==> src/hdl/qvr_round_sat.sv <==
// Rounding and saturation of one rotated component.
// Adds nothing itself: takes a value that already holds the rounding half,
// shifts out the fraction and clamps to the output width. Uses no package.
module qvr_round_sat #(
  parameter int unsigned IN_WIDTH   = 49,
  parameter int unsigned OUT_WIDTH  = 16,
  parameter int unsigned FRAC_SHIFT = 28
) (
  input  logic signed [IN_WIDTH-1:0]  value_i,
  output logic signed [OUT_WIDTH-1:0] value_o,
  output logic                        clip_o
);

  localparam int unsigned ShW = IN_WIDTH - FRAC_SHIFT;

  logic signed [ShW-1:0]       shifted;
  logic        [ShW-OUT_WIDTH:0] top_bits;
  logic                        fits;

  assign shifted  = ShW'(value_i >>> FRAC_SHIFT);
  assign top_bits = shifted[ShW-1:OUT_WIDTH-1];
  assign fits     = (&top_bits) | ~(|top_bits);
  assign clip_o   = ~fits;

  always_comb begin
    if (fits) begin
      value_o = shifted[OUT_WIDTH-1:0];
    end else if (shifted[ShW-1]) begin
      value_o = {1'b1, {(OUT_WIDTH-1){1'b0}}};
    end else begin
      value_o = {1'b0, {(OUT_WIDTH-1){1'b1}}};
    end
  end

endmodule

==> config.mk <==
export PLATFORM = sky130hd
export DESIGN_NAME = qvr_round_sat
export DESIGN_NICKNAME = d
export VERILOG_FILES = /design/src/hdl/qvr_round_sat.sv
export SDC_FILE = /design/constraint.sdc
export NUM_CORES = 1
export LEC_CHECK = 0
export BUFFER_PORTS_ARGS = -buffer_cell sky130_fd_sc_hd__clkbuf_2
export CAP_MARGIN = 20
export CORE_AREA = 2 2 39 41
export DETAILED_ROUTE_END_ITERATION = 8
export DIE_AREA = 0 0 41 43
export GPL_TIMING_DRIVEN = 0
export PLACE_DENSITY = 0.81
export SETUP_SLACK_MARGIN = 0.2
export SLEW_MARGIN = 20
export SYNTH_ARGS = -nofsm -noshare
export SYNTH_HDL_FRONTEND = slang
export SYNTH_SLANG_ARGS = --single-unit
export TNS_END_PERCENT = 50
==> constraint.sdc <==
create_clock -name vclk -period 2.7
set_clock_uncertainty 0.15 [all_clocks]
set_input_delay 0.27 -clock vclk [all_inputs]
set_output_delay 0.27 -clock vclk [all_outputs]
set_load 0.01 [all_outputs]
==> metrics.txt <==
DRC 0; gr ovfl total 0; FF+latch count 0; final core utilization 30.3%; worst path required time 2.28 ns; 1st-pass router iterations 1; Die Y 43 um; Hold WS 0.674 ns; # clk buffers 0; LEAKAGE 0.283 nW; number of cell rows 14; initial antenna violation count 0; WP buf/inv 3; hold depth 3; final setup TNS 0 ns; fin crit period 2.11 ns; # resized after CTS 0; post-CTS setup buffer count 0; post-DR vias/cell 4.36; Slew headroom 75.9%; routability cong. 0.683; die area 0.00176 mm2; final setup violation count 0; Mapped Nets 73; slowest cell on the critical path or4_4; maximum clock frequency 0.475 GHz; unrepaired setup endpoints after global routing no; Psw 28.9 uW; Reg area 0 um2; Crit path arrival time 1.69 ns; Synth Area per Inst 8.71 um2; vias in the first global route 261; Global Route Usage Sum 7.29%; sequential power share 0%; final wirelength 677 um; # diodes 0; share of power burned in the clock network 0%; DR WL/cell 8.68 um; yosys warns 0; Slew @ Worst Pin 0.361 ns; final hold vios 0; Via Count 340; CP peak stage delay 0.55 ns; Worst Hold End value_o[6]; Routed Antenna Nets 0; max_cap viols 0; hold_sp value_i[34]; Comb power frac 100.0%; critical path class in2out; switch share 45.5%; Hold Path Class in2out; status completed; Worst setup EP type primary output; total power draw 63.5 uW; crit-path cells clkbuf_2 > or4_4 > o32ai_4 > buf_6 > a21o_1 > clkbuf_2; CP delay by family, top simple AND/OR/NAND/NOR gates; CTS Hold Bufs 0; sequential area share after synthesis 0%; internal power 34.6 uW; share of layout cells above drive strength 1 79.0%; Slew Limit Fails 0; first-pass GRT wire length 993 um; CP Launch Type primary input; Post-layout nets 113; Ports 66; CP most frequent cell clkbuf_2; pin count of the biggest net entering global routing 11; Cells after Synth 24; fin crit share 78.0%; core area 0.00138 mm2; area added between synthesis and finish 101%; maximum VDD drop 0.0404 mV; starting density of the core 15.1%; post-synth cell types 10; port bufs 38; critical path peak fanout 10; Die Wd 41 um; PD cells 152 mW/mm2; Cell Area, Synth 209 um2; dpl hpwl 614 um; drt initial violations 0
[Yosys cell counts (all sizes together)]
master	instances	area, um2
a21o	15	120
buf	2	22.5
clkbuf	1	3.75
inv	1	3.75
nand2	1	3.75
nand4	1	6.26
o21ba	1	10.0
o32ai	1	27.5
or4	1	11.3
[placed cells by master, fill, tap and decap left out]
cell	instances
clkbuf_1	1
o21ba_2	1
nand2_1	1
buf_6	2
nand4_1	1
o32ai_4	1
or4_4	1
inv_1	1
a21o_2	6
clkbuf_2	38
a21o_1	9
[metal layers]
layer | track usage, % | vias to the layer above | wire (um)
met5 | 0 | - | 0
met4 | 0 | 0 | 0
met3 | 0 | 0 | 71
met2 | 15.0 | 20 | 351
met1 | 7.91 | 150 | 254
li1 | - | 170 | -
[kinds of logic (layout without fill, tap and decap cells)]
logic type,Yosys count,after routing,synth area share [%]
AND/OR/NAND/NOR,3,3,10.2
buffers and inverters,4,42,14.4
AO/OA/AOI/OAI,17,17,75.4
[final cells by class]
type,instances,area [um2]
fillers,149,965
inverters,1,3.75
multi-input cells,20,179
well taps,16,20.0
repair buffers,38,190
plain buffers,3,26.3
[how the worst max path moves through the flow]
stage                      from     endpoint  slack, ns  cells after the start
finish              value_i[46]  value_o[10]       0.59                      6
global route        value_i[46]   value_o[7]       0.49                      6
CTS                 value_i[46]   value_o[8]       0.57                      6
detailed placement  value_i[46]   value_o[8]       0.57                      6
global placement    value_i[46]  value_o[10]       0.59                      6
floorplan           value_i[46]  value_o[10]       0.84                      4
[power by group through the flow]
stage | clock [mW] | combinational [mW] | sequential [mW]
3_3_place_gp | 0 | 0.0632 | 0
5_1_grt | 0 | 0.0698 | 0
6_report | 0 | 0.0635 | 0
3_5_place_dp | 0 | 0.0644 | 0
2_1_floorplan | 0 | 0.0316 | 0
4_1_cts | 0 | 0.0647 | 0
[metrics by stage]
stage | instance area [um2] | cells | worst slack [ns]
6_report | 419 | 78 | 0.595
3_5_place_dp | 419 | 78 | 0.572
3_3_place_gp | 419 | 78 | 0.595
4_1_cts | 419 | 78 | 0.573
2_1_floorplan | 209 | 24 | 0.837
5_1_grt | 419 | 78 | 0.488
(Power assumes the default switching activity.)
